==> src/rtl/imm_pkg.sv <==
`timescale 1ns / 1ps

package imm_pkg;

   localparam int MAX_DIM     = 64;
   localparam int ELEM_W      = 16;
   localparam int PROD_W      = 38;
   localparam int MUL_W       = 2 * ELEM_W;
   localparam int DIM_W       = 7;
   localparam int IDX_W       = 6;
   localparam int ADDR_W      = 12;
   localparam int STORE_DEPTH = MAX_DIM * MAX_DIM;
   localparam int CSR_IDX_W   = 2;

   // Register indexes of the configuration port.
   localparam logic [CSR_IDX_W-1:0] REG_ROWS_FIRST  = 2'd0;
   localparam logic [CSR_IDX_W-1:0] REG_COLS_FIRST  = 2'd1;
   localparam logic [CSR_IDX_W-1:0] REG_ROWS_SECOND = 2'd2;
   localparam logic [CSR_IDX_W-1:0] REG_COLS_SECOND = 2'd3;

   // Input word commands.
   localparam logic CMD_LOAD   = 1'b0;
   localparam logic CMD_STREAM = 1'b1;

   typedef struct packed {
      logic                     command;
      logic signed [ELEM_W-1:0] element;
   } imm_req_type;

   typedef struct packed {
      logic signed [PROD_W-1:0] product;
      logic [IDX_W-1:0]         row_index;
      logic [IDX_W-1:0]         col_index;
      logic                     row_last;
      logic                     matrix_last;
      logic                     size_error;
   } imm_rsp_type;

   // Commands from the controller to the datapath.
   typedef struct packed {
      logic              store_we;
      logic [ADDR_W-1:0] store_addr;
      logic              capture;
      logic              mac_issue;
      logic [ADDR_W-1:0] mac_addr;
      logic [IDX_W-1:0]  col;
      logic              emit_issue;
      logic [IDX_W-1:0]  emit_row;
      logic              emit_row_last;
      logic              emit_matrix_last;
      logic              emit_error;
      logic              clear_acc;
   } imm_cmd_type;

   // A dimension of zero acts as one, anything above the maximum as the maximum.
   function automatic logic [DIM_W-1:0] dim_clamp(input logic [DIM_W-1:0] v);
      logic [DIM_W-1:0] r;
      if (v == '0) r = DIM_W'(1);
      else if (v > DIM_W'(MAX_DIM)) r = DIM_W'(MAX_DIM);
      else r = v;
      return r;
   endfunction

endpackage

==> src/rtl/imm_ctrl.sv <==
`timescale 1ns / 1ps

module imm_ctrl (
   input  logic                                clock,
   input  logic                                reset,
   input  logic                                start,
   input  logic                                command,
   input  logic [imm_pkg::DIM_W-1:0]           rows_first,
   input  logic [imm_pkg::DIM_W-1:0]           cols_first,
   input  logic [imm_pkg::DIM_W-1:0]           rows_second,
   input  logic [imm_pkg::DIM_W-1:0]           cols_second,
   output logic                                busy,
   output imm_pkg::imm_cmd_type                cmd
);

   localparam logic [1:0] ST_IDLE  = 2'd0;
   localparam logic [1:0] ST_MAC   = 2'd1;
   localparam logic [1:0] ST_DRAIN = 2'd2;
   localparam logic [1:0] ST_EMIT  = 2'd3;

   localparam int DW = imm_pkg::DIM_W;
   localparam int IW = imm_pkg::IDX_W;
   localparam int AW = imm_pkg::ADDR_W;

   logic [1:0]    state_ff, state_in;
   logic [AW-1:0] load_ff, load_in;
   logic [IW-1:0] inner_ff, inner_in;
   logic [IW-1:0] row_ff, row_in;
   logic [IW-1:0] j_ff, j_in;
   logic          drain_ff, drain_in;
   logic [AW-1:0] base_ff, base_in;
   logic          rend_ff, rend_in;
   logic          err_ff, err_in;
   logic          ml_ff, ml_in;
   logic [IW-1:0] erow_ff, erow_in;

   logic              accept;
   logic              match;
   logic              do_mac;
   logic              row_end;
   logic              mlast;
   logic              j_last;
   logic [DW-1:0]     inner_next;
   logic [DW-1:0]     row_next;
   logic [DW-1:0]     j_next;
   logic [AW:0]       load_next;
   logic [2*DW-1:0]   load_limit;
   logic [IW+DW-1:0]  base_prod;

   assign busy       = (state_ff != ST_IDLE);
   assign accept     = start && (state_ff == ST_IDLE);
   assign match      = (cols_first == rows_second);
   assign inner_next = {1'b0, inner_ff} + DW'(1);
   assign row_next   = {1'b0, row_ff} + DW'(1);
   assign j_next     = {1'b0, j_ff} + DW'(1);
   assign row_end    = (inner_next >= cols_first);
   assign mlast      = (row_next >= rows_first);
   assign do_mac     = match && ({1'b0, inner_ff} < rows_second);
   assign j_last     = (j_next >= cols_second);
   assign load_next  = {1'b0, load_ff} + (AW+1)'(1);
   assign load_limit = rows_second * cols_second;
   assign base_prod  = inner_ff * cols_second;

   always_comb begin
      state_in = state_ff;
      load_in  = load_ff;
      inner_in = inner_ff;
      row_in   = row_ff;
      j_in     = j_ff;
      drain_in = drain_ff;
      base_in  = base_ff;
      rend_in  = rend_ff;
      err_in   = err_ff;
      ml_in    = ml_ff;
      erow_in  = erow_ff;

      cmd                  = '0;
      cmd.store_addr       = load_ff;
      cmd.mac_addr         = base_ff + AW'(j_ff);
      cmd.col              = j_ff;
      cmd.emit_row         = erow_ff;
      cmd.emit_error       = err_ff;

      unique case (state_ff)
         ST_IDLE: begin
            if (accept && (command == imm_pkg::CMD_LOAD)) begin
               cmd.store_we = 1'b1;
               if ((2*DW)'(load_next) >= load_limit) load_in = '0;
               else load_in = load_next[AW-1:0];
            end else if (accept) begin
               cmd.capture = 1'b1;
               base_in     = AW'(base_prod);
               j_in        = '0;
               drain_in    = 1'b0;
               rend_in     = row_end;
               inner_in    = row_end ? '0 : inner_next[IW-1:0];
               if (row_end) begin
                  erow_in = row_ff;
                  ml_in   = mlast;
                  err_in  = !match;
                  row_in  = mlast ? '0 : row_next[IW-1:0];
               end
               if (do_mac) state_in = ST_MAC;
               else if (row_end) state_in = ST_EMIT;
            end
         end
         ST_MAC: begin
            cmd.mac_issue = 1'b1;
            if (j_last) begin
               state_in = ST_DRAIN;
               drain_in = 1'b0;
            end else begin
               j_in = j_next[IW-1:0];
            end
         end
         ST_DRAIN: begin
            // The drain state lets the last accumulator write land before any read.
            if (drain_ff) begin
               state_in = rend_ff ? ST_EMIT : ST_IDLE;
               j_in     = '0;
            end else begin
               drain_in = 1'b1;
            end
         end
         ST_EMIT: begin
            cmd.emit_issue       = 1'b1;
            cmd.col              = err_ff ? '0 : j_ff;
            cmd.emit_row_last    = err_ff || j_last;
            cmd.emit_matrix_last = (err_ff || j_last) && ml_ff;
            if (err_ff || j_last) begin
               cmd.clear_acc = 1'b1;
               state_in      = ST_IDLE;
            end else begin
               j_in = j_next[IW-1:0];
            end
         end
         default: state_in = ST_IDLE;
      endcase
   end

   always_ff @(posedge clock) begin
      if (reset) begin
         state_ff <= ST_IDLE;
         load_ff  <= '0;
         inner_ff <= '0;
         row_ff   <= '0;
         j_ff     <= '0;
         drain_ff <= 1'b0;
         rend_ff  <= 1'b0;
         err_ff   <= 1'b0;
         ml_ff    <= 1'b0;
      end else begin
         state_ff <= state_in;
         load_ff  <= load_in;
         inner_ff <= inner_in;
         row_ff   <= row_in;
         j_ff     <= j_in;
         drain_ff <= drain_in;
         rend_ff  <= rend_in;
         err_ff   <= err_in;
         ml_ff    <= ml_in;
      end
   end

   always_ff @(posedge clock) begin
      base_ff <= base_in;
      erow_ff <= erow_in;
   end

endmodule

==> config.mk <==
export PLATFORM = sky130hd
export DESIGN_NAME = imm_ctrl
export DESIGN_NICKNAME = d
export VERILOG_FILES = /design/src/rtl/imm_pkg.sv /design/src/rtl/imm_ctrl.sv
export SDC_FILE = /design/constraint.sdc
export NUM_CORES = 1
export LEC_CHECK = 0
export ABC_AREA = 1
export BUFFER_PORTS_ARGS = -buffer_cell sky130_fd_sc_hd__clkbuf_2
export CAP_MARGIN = 20
export CORE_ASPECT_RATIO = 0.8
export CORE_MARGIN = 2
export CORE_UTILIZATION = 61
export CTS_BUF_LIST = sky130_fd_sc_hd__clkbuf_4 sky130_fd_sc_hd__clkbuf_8 sky130_fd_sc_hd__clkbuf_16
export DETAILED_ROUTE_END_ITERATION = 16
export PLACE_DENSITY_LB_ADDON = 0.25
export SLEW_MARGIN = 20
export SYNTH_ARGS = -nofsm -noshare
export SYNTH_HDL_FRONTEND = slang
export SYNTH_SLANG_ARGS = --single-unit
==> constraint.sdc <==
create_clock -name clock -period 6 [get_ports clock]
set_input_delay 0.6 -clock clock [delete_from_list [all_inputs] [get_ports clock]]
set_output_delay 0.6 -clock clock [all_outputs]
set_load 0.02 [all_outputs]
# Word-level counts from Yosys, hierarchy flattened
# Index checks and enable logic that the tools add are counted.
word_totals:
  latchBits: 0
  output_inout_bits: 45
  mem_count: 0
  input_bits: 32
  mem_bits_rw: 0
  ff_bits: 54
  rom_bits: 0
classes:
  order_cmp: 5
  bitwise: 2
  reduce_logical: 15
  addsub: 5
  eq_ne: 12
  n_mux: 33
  shift: 0
  n_div: 0
  n_mul: 2
ops:
  columns: ["op", "n"]
  rows:
  - ["$mux 6", 8]
  - ["$pmux 6 s4", 1]
  - ["$add 6x1->7 const B", 3]
  - ["$ge 7x7->1", 3]
  - ["$mux 2", 9]
  - ["$ge 13x14->1", 1]
  - ["$mul 7x7->14", 1]
  - ["$ne 2x2->1 const B", 7]
  - ["$add 12x1->13 const B", 1]
  - ["$add 12x6->12", 1]
  - ["$mul 6x7->12", 1]
  - ["$mux 12", 1]
  - ["$mux 1", 11]
  - ["$pmux 2 s4", 1]
  - ["$reduce_and 4->1", 2]
  - ["$eq 7x7->1", 1]
  - ["$lt 6x7->1", 1]
  - ["$mux 7", 1]
  - ["$reduce_and 6->1", 1]
  - ["$reduce_and 5->1", 1]
  - ["$eq 2x2->1 const B", 2]
  - ["$logic_and 1x1->1", 4]
  - ["$ne 3x3->1 const B", 1]
  - ["$pmux 1 s3", 1]
  - ["other kinds (9)", 10]

# Longest topological paths before layout
# Gate-level depths: netlist (run 1).
logic_depth:
  ltp_word: 7
  ltp_mapped: 28
  depth_no_buf: 26

# Worst setup path after synthesis (run 1)
# No wires, ideal clock.
synth_timing:
  path_kind: "input to register"
  from: "input port cols_second[6] (netlist name)"
  to: "register load_ff[8]"
  t_arrival_ns: 5.293
  path_slack_ns: 0.641
  t_required_ns: 5.934
  cell_stages: 25
  setup_time_ns: 0.066
  path_buffers: 2
  cell_sequence: "clkbuf_1 nand2_1 fa_1 fa_1 inv_1 fa_1 inv_1 fa_1 inv_1 ha_1 a21o_1 a21oi_2 o21ai_2 xor2_1 ha_1 a21oi_1 o21ai_0 nand3_1 nand3b_1 a21oi_1 nand2_1 nand2_2 buf_6 nand2_2 a21oi_2"
synth_between:
  elab_chain_cells: 3
synth_lines:
  columns: ["element", "line_no", "text"]
  rows:
  - ["start: declaration", "imm_ctrl.sv:11", "input logic [imm_pkg::DIM_W-1:0] cols_second,"]
  - ["$mul 7x7->14", "imm_ctrl.sv:61", "assign load_limit = rows_second * cols_second;"]
  - ["$ge 13x14->1", "imm_ctrl.sv:88", "if ((2*DW)'(load_next) >= load_limit) load_in = '0;"]
  - ["$mux 12", "imm_ctrl.sv:88", null]
  - ["end signal: assignment", "imm_ctrl.sv:154", "load_ff <= load_in;"]
  - ["end: declaration", "imm_ctrl.sv:26", "logic [AW-1:0] load_ff, load_in;"]
# Every way passes these cells.
# A chain may end at the register's enable or synchronous reset.

# Worst setup path in the final report (run 1)
layout_timing:
  from: "input port cols_second[2] (netlist name)"
  to: "register load_ff[11]"
# Same word-level chain as after synthesis.

==> results of run 1 <==
==> layout make-up <==
cell class | instances | area [um2] | share of cell area, %
inverter | 217 | 817 | 10.8
sequential | 54 | 1260 | 16.7
timing repair buffer | 81 | 418 | 5.54
clock inverter | 3 | 28.8 | 0.382
clock buffer | 5 | 125 | 1.66
multi-input combinational | 628 | 4710 | 62.5
tap | 144 | 180 | 2.39
==> path summary, 6_finish.rpt <==
kind | startpoint | end | slack, ps | cells after the start
max reg2reg | inner_ff[4] | base_ff[11] | 2060 | 15
min reg2reg | row_ff[4] | erow_ff[4] | 480 | 0
min | row_ff[4] | erow_ff[4] | 480 | 0
max | cols_second[2] | load_ff[11] | 640 | 26
==> routing by layer <==
| layer | part of all wire, % | up-vias |
|---|---|---|
| li1 | - | 2981 |
| met1 | 49 | 2695 |
| met2 | 43 | 159 |
| met3 | 5.9 | 22 |
| met4 | 1.3 | 0 |
| met5 | 0 | - |
==> state kept, by name, indices dropped and copies added, names as in the netlist, 2 cells and up <==
signal and cells:
base_ff 12, erow_ff 6, inner_ff 6, j_ff 6, load_ff 12, row_ff 6
state_ff 2
==> logic make-up (layout without fill, tap and decap cells) <==
| group | Yosys count | in the layout |
|---|---|---|
| flip-flops | 54 | 54 |
| adder cells (fa/ha/maj) | 146 | 146 |
| AND/OR/NAND/NOR | 337 | 337 |
| XOR/XNOR | 52 | 52 |
| AO/OA/AOI/OAI | 93 | 93 |
| buffers and inverters | 245 | 306 |
==> through the flow <==
step	cell area, um2	std cells	power, mW	setup WS [ps]	utilization (%)
after floorplan	6930	927	0.870	641	-
after global placement	7380	1124	0.986	417	67.3
after detailed placement	7380	1124	0.999	341	67.3
after CTS	7540	1132	1.31	633	68.7
after global routing	7540	1132	1.41	261	68.7
final	7540	1132	1.30	636	68.7
==> power groups by stage <==
| stage | sequential, mW | combinational, mW | clock, mW |
|---|---|---|---|
| global route | 0.403 | 0.685 | 0.323 |
| global placement | 0.409 | 0.578 | 0 |
| detailed placement | 0.409 | 0.590 | 0 |
| floorplan | 0.404 | 0.466 | 0 |
| finish | 0.401 | 0.595 | 0.305 |
| CTS | 0.401 | 0.598 | 0.307 |
==> cells in the mapped netlist (all sizes together) <==
| cell type | count | share of area [%] |
|---|---|---|
| buf | 14 | 1.3 |
| nor3b | 1 | 0.11 |
| xor2 | 38 | 4.8 |
| o211a | 1 | 0.14 |
| dlygate4sd1 | 1 | 0.13 |
| a31oi | 1 | 0.090 |
| o211ai | 1 | 0.18 |
| a221oi | 1 | 0.13 |
| nand3b | 4 | 0.49 |
| nor4 | 1 | 0.090 |
| a31o | 2 | 0.25 |
| o21a | 1 | 0.11 |
| fa | 45 | 13 |
| nand2 | 214 | 12 |
| edfxtp | 18 | 7.8 |
| a22oi | 3 | 0.32 |
| nor3 | 6 | 0.76 |
| clkbuf | 13 | 0.70 |
| nand4 | 17 | 1.5 |
| o21ai | 18 | 1.4 |
| ha | 101 | 18 |
| a21o | 2 | 0.22 |
| dfxtp | 36 | 10 |
| inv | 216 | 12 |
| o21bai | 1 | 0.11 |
| o2111ai | 2 | 0.25 |
| nand3 | 29 | 2.4 |
| clkinv | 1 | 0.054 |
| a211oi | 6 | 0.83 |
| a21oi | 54 | 4.5 |
| or2 | 2 | 0.18 |
| and3 | 2 | 0.25 |
| nor2 | 61 | 3.7 |
| xnor2 | 14 | 1.8 |
==> summary.md, run 1 <==
| Metric | Value |
|---|---|
| Status | `complete, no violations` |
| Number of detailed-route iterations in the first pass | `5` |
| Syn. warnings | `0` |
| Post-DRT Antenna Nets | `0` |
| Post-route minimum period | `5360 ps` |
| Syn-to-layout area delta | `8.76%` |
| # setup viols final | `0` |
| Vias | `5,857` |
| Internal power | `780 uW` |
| Switching Share | `40.0%` |
| Initial antenna violation count | `0` |
| Post-Synth Simple-Gate Area | `21.6%` |
| CTS tree | `built` |
| Min-Delay Path Class | `reg -> reg` |
| Die height | `99.3 um` |
| Routed vias/inst | `5.17` |
| Inserted Clock Buffers | `5` |
| Kind of critical path | `in -> reg` |
| Clock sinks | `54` |
| Resize count post-CTS | `0` |
| DP HPWL | `11,300 um` |
| Routing usage on met1 | `36.9%` |
| Syn Std Cell Area | `0.00693 mm2` |
| Crit path top cell by count | `inv_1` |
| Overall routed net length | `13,900 um` |
| Largest family of logic cells by synthesized area | `adder cells` |
| 1st-iter DRT viols | `432` |
| Met3 Use GR | `3.96%` |
| DRC violations left | `0` |
| Fillers | `936` |
| CTS H-tree lvls | `2` |
| Worst Skew | `3.86 ps` |
| Leakage | `4.47 nW` |
| Number of buffers and inverters on the critical path | `6` |
| Post-DR wirelength/cell | `12.3 um` |
| WHS | `478 ps` |
| Critical path arrival | `5580 ps` |
| Clock transition at path regs | `80 ps` |
| Final net count | `1,165` |
| Clk_lat worst skew | `290 ps` |
| Ports | `77` |
| Commonest non-fill, non-tap cell in the layout | `inv_1` |
| Grt ovf | `0` |
| GP Congestion | `0.913` |
| Core Box Area | `0.0110 mm2` |
| Hold_buf cts | `0` |
| Setup Fix Bufs, Post-CTS | `0` |
| Hold Violations, Final | `0` |
| Pwr Density | `173 mW/mm2` |
| VDD IR-drop max | `0.000106 V` |
| Relative slew slack | `43.4%` |
| Seq pwr share | `30.8%` |
| Synthesis-stage register bit count | `54` |
| Synth Instances | `927` |
| Top delay family on crit path | `adder cells` |
| Unrepaired setup endpoints after global routing | `no` |
| Post-Synth Adder-Cell Area | `31.2%` |
| Most Crowded Layer GR | `met2` |
| Port bufs | `76` |
| Most frequent cells in the layout | `inv_1, nand2_1, ha_1` |
| Slowest cell delay on critical path | `530 ps` |
| Slowest CP cell | `fa_1` |
| Comb power frac | `45.8%` |
| DIE AREA | `0.0122 mm2` |
| CTS max path bufs | `2` |
| Initial Util | `63.1%` |
| Grt met2 use | `38.4%` |
| Syn Nets | `1,105` |
| Crit-path max FO | `14` |
| Worst EP required | `6220 ps` |
| Root Driver | `clkbuf_16` |
| Startpoint Class | `primary input` |
| # diodes | `0` |
| Global-route usage over all layers | `24.8%` |
| Kind of end point of the critical path | `register` |
| P_sw | `521 uW` |
| Die width | `123 um` |
| Post-synthesis compound-gate area fraction | `8.49%` |
| Max_cap viols | `0` |
| # rows | `34` |
| First-pass GRT wire length | `24,900 um` |
| Setup TNS | `0 ps` |
| Pin count of the biggest net entering global routing | `28` |
| Vias in the first global route | `5,458` |
| Slew @ Worst Pin | `846 ps` |
| Max Slew Vio Count | `0` |
| Share of cells above drive strength 1 | `14.3%` |
| Mux cell area share after synthesis | `0%` |
| Syn Area/Cell | `7.48 um2` |
| Sequential element share of the synthesized area | `18.2%` |
| Synth unique cells | `50` |
| Max Fclk | `0.186 GHz` |
| Synth Area in XOR/XNOR | `6.57%` |
| Period utilization | `89.4%` |
| Clock share of power | `23.4%` |
Power figures use the tool's default switching activity.
==> run 2: changes to the inputs <==
--- a/config.mk
+++ b/config.mk
@@ -6,13 +6,13 @@
 export NUM_CORES = 1
 export LEC_CHECK = 0
 export ABC_AREA = 1
-export BUFFER_PORTS_ARGS = -buffer_cell sky130_fd_sc_hd__clkbuf_2
 export CAP_MARGIN = 20
 export CORE_ASPECT_RATIO = 0.8
 export CORE_MARGIN = 2
-export CORE_UTILIZATION = 61
+export CORE_UTILIZATION = 62
 export CTS_BUF_LIST = sky130_fd_sc_hd__clkbuf_4 sky130_fd_sc_hd__clkbuf_8 sky130_fd_sc_hd__clkbuf_16
 export DETAILED_ROUTE_END_ITERATION = 16
+export DONT_BUFFER_PORTS = 1
 export PLACE_DENSITY_LB_ADDON = 0.25
 export SLEW_MARGIN = 20
 export SYNTH_ARGS = -nofsm -noshare
==> run 2 against run 1 <==
Die area decreased by 1.6%. Highest routed layer unchanged. Largest power group unchanged. Critical path depth shrank 1. Wire length shrank 0.92%. First-iteration DRC count shrank 2.1%.
==> summary.md, run 2 (synthesis gave the netlist of run 1 again) <==
| Metric | Value |
|---|---|
| Status | `complete, no violations` |
| Place WS | `567 ps (+226 ps)` |
| Pwr Density | `177 mW/mm2 (+2.6%)` |
| Clock sinks | `54 (unchanged)` |
| Initial Util | `63.6% (+0.49 points)` |
| Resize count post-CTS | `0 (unchanged)` |
| Vias | `5,574 (-4.8%)` |
| Unrepaired setup endpoints after global routing | `no` |
| Setup Fix Bufs, Post-CTS | `0 (unchanged)` |
| Global-route usage over all layers | `24.6% (-0.27 points)` |
| Most frequent cells in the layout | `inv_1, nand2_1, ha_1` |
| Crit-path max FO | `12 (-2)` |
| Worst r2r path cells | `15 (unchanged)` |
| Kind of end point of the critical path | `register` |
| Worst Skew | `6.76 ps (+2.91 ps)` |
| Post-DR wirelength/cell | `13.1 um (+6.7%)` |
| Worst R2R End | `base_ff[11]` |
| Number of detailed-route iterations in the first pass | `5 (unchanged)` |
| Worst EP required | `6230 ps (about the same)` |
| Final net count | `1,084 (-7.0%)` |
| Kind of critical path | `in -> reg` |
| Root Driver | `clkbuf_16` |
| # diodes | `0 (unchanged)` |
| Slew @ Worst Pin | `1010 ps (+166 ps)` |
| DIE AREA | `0.0120 mm2 (-1.6%)` |
| Routed vias/inst | `5.30 (+2.5%)` |
| CTS max path bufs | `2 (unchanged)` |
| Syn-to-layout area delta | `2.73%` |
| Post-route minimum period | `5140 ps (-228 ps)` |
| VDD IR-drop max | `0.000114 V (+7.2%)` |
| Port bufs | `0 (-100%)` |
| Inserted Clock Buffers | `5 (unchanged)` |
| DP HPWL | `11,100 um (-1.4%)` |
| Final core area utilization | `65.4% (-3.3 points)` |
| 1st-iter DRT viols | `423 (-2.1%)` |
| Grt ovf | `0 (unchanged)` |
| Die width | `122 um (-0.78%)` |
| # setup viols final | `0 (unchanged)` |
| Initial antenna violation count | `0 (unchanged)` |
| Max_cap viols | `0 (unchanged)` |
| GP Congestion | `0.840 (-8.0%)` |
| Clk_lat worst skew | `300 ps (about the same)` |
| Hold Violations, Final | `0 (unchanged)` |
| CTS tree | `built` |
| Leakage | `4.11 nW (-7.9%)` |
| Die height | `98.6 um (-0.78%)` |
| CTS H-tree lvls | `2 (unchanged)` |
| Share of cells above drive strength 1 | `6.62% (-7.7 points)` |
| Critical Path End | `load_ff[11]` |
| Relative slew slack | `32.3% (-11 points)` |
| Overall routed net length | `13,800 um (-0.92%)` |
| Core Box Area | `0.0109 mm2 (-0.78%)` |
| Biggest regs | `base_ff x12, load_ff x12` |
| Setup TNS | `0 ps (unchanged)` |
| Ports | `77 (unchanged)` |
| Pin count of the biggest net entering global routing | `28 (unchanged)` |
| Clock transition at path regs | `80 ps (about the same)` |
| Max Fclk | `0.195 GHz (+4.4%)` |
| Period utilization | `85.6% (-3.8 points)` |
| Min-Delay Path Class | `in -> reg` |
| Post-DRT Antenna Nets | `0 (unchanged)` |
| Critical path arrival | `5370 ps (-210 ps)` |
| Commonest non-fill, non-tap cell in the layout | `inv_1` |
| Worst setup margin | `864 ps (+228 ps)` |
| # rows | `34 (unchanged)` |
| Startpoint Class | `primary input` |
| First-pass GRT wire length | `24,400 um (-1.9%)` |
| Flop-to-flop setup slack | `2090 ps (+30 ps)` |
| CP Launch Point | `rows_second[3]` |
| Vias in the first global route | `5,377 (-1.5%)` |
| DRC violations left | `0 (unchanged)` |
| Max Slew Vio Count | `0 (unchanged)` |
| Worst R2R Start | `inner_ff[4]` |
| Hold_buf cts | `0 (unchanged)` |
-- run 2: cell count changes in the layout (fill, tap and decap cells not counted) --
| cell | before | now |
|---|---|---|
| buf_4 | 5 | 0 |
| clkbuf_2 | 76 | 0 |
-- run 2: cell type report --
type                            instances  area, um2
Clock buffer                            5        125
Tap cell                              144        180
Inverter                              217        817
Fill cell                             977       3770
Sequential cell                        54       1260
Clock inverter                          3       28.8
Multi-Input combinational cell        628       4710
-- run 2: where the power goes --
group          leakage (nW)  internal, mW  total (mW)  switching, mW
clock network        0.0759         0.160       0.312          0.152
registers             0.470         0.387       0.402         0.0147
logic                  3.57         0.215       0.546          0.331
-- run 2: metal layers --
| layer | vias to the layer above | share of wire [%] | wire, um | GRT usage, % |
|---|---|---|---|---|
| met4 | 0 | 0.88 | 121 | 5.13 |
| met3 | 12 | 7.7 | 1060 | 5.27 |
| met1 | 2578 | 50 | 6830 | 36.6 |
| li1 | 2823 | - | - | - |
| met2 | 161 | 42 | 5760 | 36.8 |
| met5 | - | 0 | 0 | 0 |
-- run 2: worst min path at each step --
stage	from	endpoint	depth (start not counted)
final	reset	load_ff[4]	1
after global routing	reset	load_ff[2]	1
after CTS	reset	load_ff[4]	1
after detailed placement	row_ff[4]	erow_ff[4]	0
after global placement	drain_ff	drain_ff	2
after floorplan	row_ff[4]	erow_ff[4]	0
-- run 2: worst max-delay path, cell delays in order --
cell and delay [ps]:
nand2_1 40, inv_1 50, fa_1 530, inv_1 50
fa_1 470, inv_1 50, fa_1 540, inv_1 60
fa_1 530, inv_1 40, ha_1 350, a21o_1 210
a21oi_2 160, o21ai_2 110, xor2_1 150, ha_1 310
a21oi_1 140, o21ai_0 110, nand3_1 80, nand3b_1 80
a21oi_1 130, nand2_1 80, nand2_2 280, nand2_1 90
a21oi_1 130
-- run 2: per-stage QoR --
step | hold WS (ps) | instance area [um2] | power (mW) | std cells
floorplan | 431 | 6930 | 0.870 | 927
global placement | 460 | 6970 | 0.942 | 1043
detailed placement | 463 | 6970 | 0.953 | 1043
CTS | 355 | 7120 | 1.26 | 1051
global route | 350 | 7120 | 1.37 | 1051
finish | 362 | 7120 | 1.26 | 1051
